## src/rtl/utf8sd_pkg.sv

```systemverilog
// Package for the UTF-8 stream decoder.
// Holds the input and result word types, status codes and the lead byte decode.
// No dependencies.
package utf8sd_pkg;

  localparam int unsigned BYTE_W  = 8;
  localparam int unsigned CP_W    = 21;
  localparam int unsigned LEN_W   = 3;
  localparam int unsigned IDX_W   = 16;
  localparam int unsigned STAT_W  = 2;
  localparam int unsigned REM_W   = 2;

  localparam logic [STAT_W-1:0] STAT_OK        = 2'd0;
  localparam logic [STAT_W-1:0] STAT_BAD_LEAD  = 2'd1;
  localparam logic [STAT_W-1:0] STAT_TRUNCATED = 2'd2;

  localparam logic [LEN_W-1:0] LEN_NONE = 3'd0;
  localparam logic [LEN_W-1:0] LEN_ONE  = 3'd1;
  localparam logic [LEN_W-1:0] LEN_MAX  = 3'd4;

  typedef struct packed {
    logic [BYTE_W-1:0] in_byte;
    logic              end_of_string;
  } in_word_t;

  typedef struct packed {
    logic [CP_W-1:0]   code_point;
    logic              char_done;
    logic [LEN_W-1:0]  seq_length;
    logic [IDX_W-1:0]  char_index;
    logic [STAT_W-1:0] status;
    logic [IDX_W-1:0]  char_count;
    logic              last;
  } out_word_t;

  typedef struct packed {
    logic [REM_W-1:0] bytes_remaining;
    logic [CP_W-1:0]  accumulator;
    logic [LEN_W-1:0] current_length;
    logic             error_latched;
  } seq_state_t;

  localparam seq_state_t SEQ_IDLE = '{default: '0};

  // Sequence length from a lead byte, LEN_NONE when the lead is invalid.
  function automatic logic [LEN_W-1:0] lead_length(input logic [BYTE_W-1:0] b);
    logic [LEN_W-1:0] n;
    begin
      if (b[7] == 1'b0) begin
        n = 3'd1;
      end else if (b[7:5] == 3'b110) begin
        n = 3'd2;
      end else if (b[7:4] == 4'b1110) begin
        n = 3'd3;
      end else if (b[7:3] == 5'b11110) begin
        n = 3'd4;
      end else begin
        n = LEN_NONE;
      end
      return n;
    end
  endfunction

  // Payload bits of a multi-byte lead.
  function automatic logic [CP_W-1:0] lead_bits(input logic [BYTE_W-1:0] b,
                                                input logic [LEN_W-1:0] n);
    logic [CP_W-1:0] v;
    begin
      case (n)
        3'd2:    v = {{(CP_W-5){1'b0}}, b[4:0]};
        3'd3:    v = {{(CP_W-4){1'b0}}, b[3:0]};
        3'd4:    v = {{(CP_W-3){1'b0}}, b[2:0]};
        default: v = '0;
      endcase
      return v;
    end
  endfunction

endpackage

```

## src/rtl/utf8sd_step.sv

```systemverilog
// Per-byte decode step of the UTF-8 stream decoder.
// Computes the next sequence state, character counter and result word.
// Depends on utf8sd_pkg.
module utf8sd_step #(
  parameter int unsigned INDEX_WIDTH = 16
) (
  input  utf8sd_pkg::in_word_t   word,
  input  utf8sd_pkg::seq_state_t state,
  input  logic [INDEX_WIDTH-1:0] chars_seen,
  output utf8sd_pkg::seq_state_t state_next,
  output logic [INDEX_WIDTH-1:0] chars_seen_next,
  output logic                   emit,
  output utf8sd_pkg::out_word_t  result
);
  import utf8sd_pkg::*;

  localparam logic [INDEX_WIDTH-1:0] CNT_MAX = {INDEX_WIDTH{1'b1}};

  logic [LEN_W-1:0]       n;
  logic                   done;
  logic [CP_W-1:0]        cp;
  logic [LEN_W-1:0]       len;
  seq_state_t             upd;
  logic [INDEX_WIDTH-1:0] cnt_after;
  logic [INDEX_WIDTH-1:0] idx;
  logic [IDX_W-1:0]       idx_out;
  logic [IDX_W-1:0]       cnt_out;
  logic [CP_W-1:0]        acc_shift;

  assign n         = lead_length(word.in_byte);
  assign acc_shift = {state.accumulator[CP_W-7:0], word.in_byte[5:0]};

  always_comb begin
    upd  = state;
    done = 1'b0;
    cp   = '0;
    len  = LEN_NONE;
    if (!state.error_latched) begin
      if (state.bytes_remaining == '0) begin
        if (n == LEN_NONE) begin
          upd.error_latched = 1'b1;
        end else if (n == LEN_ONE) begin
          done = 1'b1;
          cp   = {{(CP_W-BYTE_W){1'b0}}, word.in_byte};
          len  = LEN_ONE;
        end else begin
          upd.current_length  = n;
          upd.bytes_remaining = REM_W'(n - 3'd1);
          upd.accumulator     = lead_bits(word.in_byte, n);
        end
      end else begin
        upd.accumulator     = acc_shift;
        upd.bytes_remaining = state.bytes_remaining - 2'd1;
        if (state.bytes_remaining == 2'd1) begin
          done = 1'b1;
          cp   = acc_shift;
          len  = state.current_length;
        end
      end
    end
  end

  assign idx       = done ? chars_seen : '0;
  assign cnt_after = (done && chars_seen != CNT_MAX) ? chars_seen + 1'b1 : chars_seen;

  generate
    if (INDEX_WIDTH >= IDX_W) begin : g_wide
      assign idx_out = idx[IDX_W-1:0];
      assign cnt_out = cnt_after[IDX_W-1:0];
    end else begin : g_narrow
      assign idx_out = {{(IDX_W-INDEX_WIDTH){1'b0}}, idx};
      assign cnt_out = {{(IDX_W-INDEX_WIDTH){1'b0}}, cnt_after};
    end
  endgenerate

  always_comb begin
    result.code_point = cp;
    result.char_done  = done;
    result.seq_length = len;
    result.char_index = idx_out;
    result.last       = word.end_of_string;
    result.char_count = word.end_of_string ? cnt_out : '0;
    if (!word.end_of_string) begin
      result.status = STAT_OK;
    end else if (upd.error_latched) begin
      result.status = STAT_BAD_LEAD;
    end else if (upd.bytes_remaining != '0) begin
      result.status = STAT_TRUNCATED;
    end else begin
      result.status = STAT_OK;
    end
  end

  assign emit            = done || word.end_of_string;
  assign state_next      = word.end_of_string ? SEQ_IDLE : upd;
  assign chars_seen_next = word.end_of_string ? '0 : cnt_after;

endmodule

```

## src/rtl/utf8_stream_decoder_top.sv

```systemverilog
// UTF-8 stream decoder, top level.
// Input register, decode step (utf8sd_step) and result register; uses utf8sd_pkg.
// Takes one byte per cycle while src_stall is low, each with an end-of-string
// flag, and returns a word for every byte that completes a character or ends a
// string: code point, byte length, character index, and on the final byte the
// character count and a status (invalid lead, truncated sequence). A new byte is
// taken every cycle unless the output stalls; each byte passes the input register,
// then the decode step and the result register, and the result word is held while
// dst_stall is high. Bytes that give no result are absorbed without an output word.
module utf8_stream_decoder_top #(
  parameter int unsigned INDEX_WIDTH = 16
) (
  input  logic                  clk,
  input  logic                  rst,
  input  logic                  src_valid,
  output logic                  src_stall,
  input  utf8sd_pkg::in_word_t  src_word,
  output logic                  dst_valid,
  input  logic                  dst_stall,
  output utf8sd_pkg::out_word_t dst_word
);
  import utf8sd_pkg::*;

  in_word_t               src_reg;
  logic                   src_full;
  logic                   src_full_next;
  seq_state_t             state;
  seq_state_t             state_next;
  logic [INDEX_WIDTH-1:0] chars_seen;
  logic [INDEX_WIDTH-1:0] chars_seen_next;
  logic                   emit;
  out_word_t              result;
  logic                   dst_free;
  logic                   advance;
  logic                   take;

  assign dst_free  = !dst_valid || !dst_stall;
  assign advance   = src_full && dst_free;
  assign src_stall = src_full && !dst_free;
  assign take      = src_valid && !src_stall;

  always_comb begin
    src_full_next = src_full;
    if (take) begin
      src_full_next = 1'b1;
    end else if (advance) begin
      src_full_next = 1'b0;
    end
  end

  utf8sd_step #(
    .INDEX_WIDTH(INDEX_WIDTH)
  ) u_step (
    .word           (src_reg),
    .state          (state),
    .chars_seen     (chars_seen),
    .state_next     (state_next),
    .chars_seen_next(chars_seen_next),
    .emit           (emit),
    .result         (result)
  );

  always_ff @(posedge clk) begin
    if (take) begin
      src_reg <= src_word;
    end
    if (advance && emit) begin
      dst_word <= result;
    end
  end

  always_ff @(posedge clk) begin
    if (rst) begin
      src_full   <= 1'b0;
      dst_valid  <= 1'b0;
      state      <= SEQ_IDLE;
      chars_seen <= '0;
    end else begin
      src_full <= src_full_next;
      if (advance) begin
        state      <= state_next;
        chars_seen <= chars_seen_next;
      end
      if (advance && emit) begin
        dst_valid <= 1'b1;
      end else if (!dst_stall) begin
        dst_valid <= 1'b0;
      end
    end
  end

`ifndef SYNTHESIS
  a_nochar_is_last: assert property (@(posedge clk) disable iff (rst)
    dst_valid && !dst_word.char_done |-> dst_word.last)
    else $error("result without a character is not the final word");

  a_mid_clean: assert property (@(posedge clk) disable iff (rst)
    dst_valid && !dst_word.last |-> dst_word.status == STAT_OK && dst_word.char_count == '0)
    else $error("status or count set on a word that is not the last");

  a_len_range: assert property (@(posedge clk) disable iff (rst)
    dst_valid && dst_word.char_done |->
      dst_word.seq_length != LEN_NONE && dst_word.seq_length <= LEN_MAX)
    else $error("completed character with bad length");

  a_clear_after_end: assert property (@(posedge clk) disable iff (rst)
    advance && src_reg.end_of_string |=> state == SEQ_IDLE && chars_seen == '0)
    else $error("string state not cleared after final byte");
`endif

endmodule
```

## config.mk

```make
export PLATFORM = sky130hd
export DESIGN_NAME = utf8_stream_decoder_top
export DESIGN_NICKNAME = d
export VERILOG_FILES = /design/src/rtl/utf8sd_pkg.sv /design/src/rtl/utf8sd_step.sv /design/src/rtl/utf8_stream_decoder_top.sv
export SDC_FILE = /design/constraint.sdc
export NUM_CORES = 1
export LEC_CHECK = 0
export BUFFER_PORTS_ARGS = -buffer_cell sky130_fd_sc_hd__clkbuf_2
export CAP_MARGIN = 20
export CORE_MARGIN = 4
export CORE_UTILIZATION = 38
export DETAILED_ROUTE_END_ITERATION = 10
export REMOVE_ABC_BUFFERS = 1
export SLEW_MARGIN = 0
export SYNTH_ARGS = -nofsm -noshare
export SYNTH_HDL_FRONTEND = slang
export SYNTH_SLANG_ARGS = --single-unit
```

## constraint.sdc

```tcl
create_clock -name clk -period 5.45 [get_ports clk]
set_input_delay 0.8175 -clock clk [delete_from_list [all_inputs] [get_ports clk]]
set_output_delay 0.8175 -clock clk [all_outputs]
set_load 0.02 [all_outputs]
```

==> metrics.yaml, run 1 <==
worst_setup_path:
  crit_required_ps: 5490
  cp-end-kind: "register"
  start_kind: "register"
  cp_max_fo: 30
  cp.arrival_ps: 3840
  worstSetupPathType: "register to register"
floorplan:
  start_util: 0.389
  row_count: 41
  die-area_um2: 14800
  die_x_um: 122
  ios: 75
  dieHeight_um: 122
  core-area_um2: 12600
global_route:
  grt_pass1_vias: 3522
  grt_pass1_wl_mm: 17.7
  grt_antenna_before_repair: 0
  overflow: 0
  grt_max_degree: 32
  grt_usage: 0.151
yosys:
  avgSynthCellArea_um2: 10.8
  synth.most_common_cell: "edfxtp_1"
  ys.warnings.count: 0
  ys_seq_elements: 108
  synth_area_leaders: "edfxtp_1 42%, dfxtp_1 16%, nand2_1 3.4%"
  synth-edff-count: 69
  synthCells: 453
  ys_seq_area_frac: 0.580
  syn_area_um2: 4910
  synthDistinctLibCells: 62
  yosysTopAreaCell: "edfxtp_1"
  synth_top_area_share: 0.422
  async_reset_ff_frac: 0
  synth_flop_cell: "edfxtp_1"
  synth_common_cells: "69 x edfxtp_1, 45 x nand2_1, 39 x dfxtp_1"
timing:
  hold_ws_ps: 450
  fmax_mhz: 263
  slew_headroom: 0.353
  worst-slew-pin-transition_ps: 968
  timing.final.crit_share: 0.697
  rsz0062_at_grt: "false"
  finalClockSkew_ps: 7.20
  fin_setup_tns_ps: 0
  min_period_ps: 3800
  slew_violations: 0
  hold_viol_final: 0
  setup_viol: 0
cts:
  clockRootBuffer: "clkbuf_16"
  ctsLongestPathBuffers: 2
  clk_pin_slew_ps: 70
  cts_setup_buffers: 0
  ctsResizeCount: 0
  htreeDepth: 3
  numCtsBuffers: 9
  cts_tree: "yes"
  cts_hold_buf: 0
  clk_latency_ps: 350
  clock-sinks: 108
detailed_routing:
  wl_per_cell_um: 15.8
  via_per_inst: 5.45
  drt_iter0_markers: 477
  drc: 0
  wl_mm: 11.0
  dr.pass1.iters: 5
  antenna_left: 0
  vias: 3779
cells_and_area:
  nNetsFinal: 536
  diodes: 0
  finalCoreUtilization: 0.452
  layout-drive-gt1-share: 0.203
  reg.largest.list: "dst_word: 60 flops, state: 21 flops, chars_seen: 16 flops"
  largest_reg_flops: 60
  top_register: "dst_word"
  final_cell_count_no_fill: 693
  area_delta_synth_final_pct: 16.0
placement:
  place_congestion: 0.939
  dp_cells: 676
  place_hpwl_mm: 7.65
  portBuffers: 74
power_and_ir_drop:
  p_leak_nw: 2.09
  vdd_drop_max_v: 0.000126
  power.density_nw_per_um2: 292
outcome:
  status: "finished, final reports clean"
worst_hold_path:
  hp-class: "register to register"
job:
  maxCapViolCount: 0
==> through the flow <==
| stage | total power, mW | setup slack [ps] | cell area (um^2) |
|---|---|---|---|
| floorplan | 1.01 | 81.7 | 4780 |
| global placement | 1.06 | 1860 | 5410 |
| finish | 1.67 | 1650 | 5700 |
| detailed placement | 1.07 | 1680 | 5410 |
| global route | 1.73 | 1330 | 5700 |
| CTS | 1.68 | 1670 | 5690 |
==> cells in the final DEF, fill, tap and decap left out, drive strengths merged, types with 5 or more instances in the layout <==
master and n:
edfxtp 69, o311ai 7, nor3 8, clkbuf 85
inv 16, o211ai 8, and3 19, and2 20
ha 7, nor2 21, or3 10, nand2 45
o21ai 20, or4 8, buf 5, and4 5
dfxtp 39, a22o 6, a31oi 8, a21oi 31
nand3 27
==> routing by layer <==
| metal | up-vias | GRT usage | part of all wire | routed length, um |
|---|---|---|---|---|
| li1 | 1840 | - | - | - |
| met1 | 1788 | 0.217 | 0.48 | 5250 |
| met2 | 137 | 0.226 | 0.44 | 4870 |
| met3 | 14 | 0.0376 | 0.064 | 707 |
| met4 | 0 | 0.0434 | 0.014 | 151 |
| met5 | - | 0 | 0 | 0 |
==> report_power, final <==
group          switching (mW)  total, mW  internal, mW  leakage, nW
registers              0.0136      0.907         0.894        0.963
logic                   0.101      0.140        0.0385        0.985
clock network           0.302      0.621         0.319        0.140
==> cell type report <==
type                            instances  area (um^2)
Fill cell                            1232         6920
Sequential cell                       108         2850
Multi-Input combinational cell        305         1890
Timing Repair Buffer                   80          415
Clock buffer                           10          229
Tap cell                              172          215
Clock inverter                          6         51.3
Inverter                               12         45.0
==> worst paths after layout <==
kind	start	endpoint	slack (ps)	cells after the start
worst max-delay path	src_reg[5]	dst_word[13]	1650	8
worst min-delay path	state[17]	state[17]	450	2
worst max register to register	src_reg[5]	dst_word[13]	1650	8
worst min register to register	state[17]	state[17]	450	2
==> critical path, stage by stage (launching register included) <==
cell,delay [ps]
edfxtp_1,470
o21ai_0,380
inv_1,180
ha_1,350
and4bb_1,330
a21boi_4,280
nor2_1,260
a21oi_4,830
buf_4,380
==> cell families after synthesis <==
kind of cell,Yosys count,share of synthesized area
AO/OA/AOI/OAI,113,0.159
XOR/XNOR,4,0.00713
adder cells (fa/ha/maj),7,0.0178
buffers and inverters,40,0.0367
flip-flops,108,0.580
multiplexers,2,0.00407
AND/OR/NAND/NOR,179,0.195
Power figures use the tool's default switching activity.
==> run 2: changes to the inputs <==
clock period = 3.9 ns   (was 5.45 ns; I/O delays follow)
==> metrics.yaml, run 2 (synthesized netlist as in run 1, its figures left out) <==
cts:
  numCtsBuffers: 9  # unchanged
  clock-sinks: 108  # unchanged
  cts_hold_buf: 0  # unchanged
  clockRootBuffer: "clkbuf_16"
  cts_setup_buffers: 0  # unchanged
  cts_tree: "yes"
  clk_latency_ps: 350  # about the same
  ctsLongestPathBuffers: 2  # unchanged
  ctsResizeCount: 0  # unchanged
  clk_pin_slew_ps: 80  # about the same
  htreeDepth: 3  # unchanged
timing:
  worst-slew-pin-transition_ps: 763  # -206 ps
  slew_violations: 0  # unchanged
  timing.final.crit_share: 0.795  # +0.0984
  finalClockSkew_ps: 9.04  # +1.84 ps
  rsz0062_at_grt: "false"
  hold_viol_final: 0  # unchanged
  fmax_mhz: 322  # +22%
  fin_setup_tns_ps: 0  # unchanged
  setup_viol: 0  # unchanged
  min_period_ps: 3100  # -697 ps
  slew_headroom: 0.492  # +0.138
placement:
  place_congestion: 0.922  # -1.9%
  portBuffers: 74  # unchanged
  dp_cells: 679  # +0.44%
  place_hpwl_mm: 7.48  # -2.2%
job:
  maxCapViolCount: 0  # unchanged
detailed_routing:
  vias: 3749  # -0.79%
  wl_per_cell_um: 15.9  # about the same
  via_per_inst: 5.39  # -1.2%
  drc: 0  # unchanged
  drt_iter0_markers: 278  # -42%
  wl_mm: 11.0  # +0.51%
  dr.pass1.iters: 5  # unchanged
  top_layer_used: "met4"
  route.met2.wl_mm: 4.90  # +0.53%
  wl_met3_um: 840  # +19%
  met1_length_mm: 5.11  # -2.7%
  antenna_left: 0  # unchanged
worst_setup_path:
  cp.arrival_ps: 3120  # -720 ps
  path_buf_inv: 3  # +1
  r2r_slack_ps: 800  # -850 ps
  cp-end-kind: "register"
  start_kind: "register"
  worst-path-stages: 9  # +1
  path_delay_family: "compound AO/OA/AOI/OAI gates"
  r2r_end: "dst_word[0]"
  cp_max_fo: 60  # +100%
  cpMaxStageDelayCell: "edfxtp_1"
  worstSetupPathType: "register to register"
  rr_worst_depth: 9  # +1
  crit_required_ps: 3920  # -1570 ps
  regToRegStartpoint: "src_reg[5]"
  cp_cell_sequence: "o21ai_0 -> inv_1 -> ha_1 -> and4bb_1 -> a21boi_4 -> nor2_1 -> buf_4 -> a21oi_4 -> buf_12"
  slowest_delay_ps: 460  # -370 ps
worst_hold_path:
  whs_endpoint: "src_reg[0]"
  hold_depth: 1  # -1
  hold_path_startpoint: "src_word[0]"
  hp-class: "primary input to register"
cells_and_area:
  diodes: 0  # unchanged
  final_cell_mix: "74 x clkbuf_2, 69 x edfxtp_1, 45 x nand2_1, 39 x dfxtp_1, 30 x a21oi_1"
  reg.largest.list: "dst_word: 60 flops, state: 21 flops, chars_seen: 16 flops"
  largest_reg_flops: 60  # unchanged
  layout-drive-gt1-share: 0.208  # +0.00456
  area_delta_synth_final_pct: 16.6
  nNetsFinal: 539  # +0.56%
  layout_commonest_cell: "clkbuf_2"
  final_cell_count_no_fill: 696  # +0.43%
  top_register: "dst_word"
power_and_ir_drop:
  total_power_mw: 2.32  # +39%
  power.density_nw_per_um2: 404  # +38%
  p_leak_nw: 2.10  # +0.55%
  vdd_drop_max_v: 0.000235  # +87%
global_route:
  grt_max_degree: 61  # +91%
  grt_pass1_vias: 3543  # +0.60%
  overflow: 0  # unchanged
  grt_pass1_wl_mm: 18.0  # +1.8%
  grt_usage: 0.153  # +0.00238
  grt_antenna_before_repair: 0  # unchanged
outcome:
  status: "finished, final reports clean"
floorplan:
  row_count: 41  # unchanged
  ios: 75  # unchanged
  die-area_um2: 14800  # unchanged
  core-area_um2: 12600  # unchanged
  die_x_um: 122  # unchanged
  dieHeight_um: 122  # unchanged
  start_util: 0.389  # unchanged
run 2: cell types whose count changed in the layout (fill, tap and decap cells not counted), sizes merged:
cell      delta
clkinv       +2
clkbuf       -2
inv          -2
buf          +4
clkinvlp     +1
run 2: how the worst max path moves through the flow:
stage	end	slack [ps]	startpoint
final	dst_word[0]	800	src_reg[5]
after global routing	dst_word[14]	590	src_reg[6]
after CTS	dst_word[41]	810	src_reg[5]
after detailed placement	dst_word[48]	860	src_reg[6]
after global placement	dst_word[43]	1000	src_reg[5]
after floorplan	dst_word[0]	-1470	src_reg[5]
run 2: metrics by stage:
stage / util / instance area [um^2] / setup slack [ps] / hold WS (ps)
floorplan: - / 4780 / -1470 / 421
global placement: 0.432 / 5450 / 1000 / 436
detailed placement: 0.432 / 5450 / 863 / 441
CTS: 0.454 / 5730 / 808 / 398
global route: 0.454 / 5730 / 587 / 397
finish: 0.454 / 5730 / 798 / 404
run 2: layer usage:
metal,up-vias,global-route usage
li1,1842,-
met1,1742,0.212
met2,149,0.231
met3,16,0.0427
met4,0,0.0539
met5,-,0
run 2: area by class of cell:
type	instances	area, um^2
repair buffers	83	448
fillers	1225	6890
flip-flops and latches	108	2850
inverters	12	45.0
well taps	172	215
clock inverters	7	51.3
multi-input cells	305	1890
clock buffers	9	225
run 2: worst register-to-register path: stages, from the launching register on:
cell and delay (ps):
edfxtp_1 460, o21ai_0 370, inv_1 190, ha_1 350, and4bb_1 320, a21boi_4 270, nor2_1 90, buf_4 190
a21oi_4 170, buf_12 320
run 2: where the power goes:
group	leakage [nW]	total (mW)	switching [mW]	internal (mW)
logic	1.00	0.200	0.142	0.0577
registers	0.963	1.27	0.0195	1.25
clock network	0.134	0.849	0.413	0.437
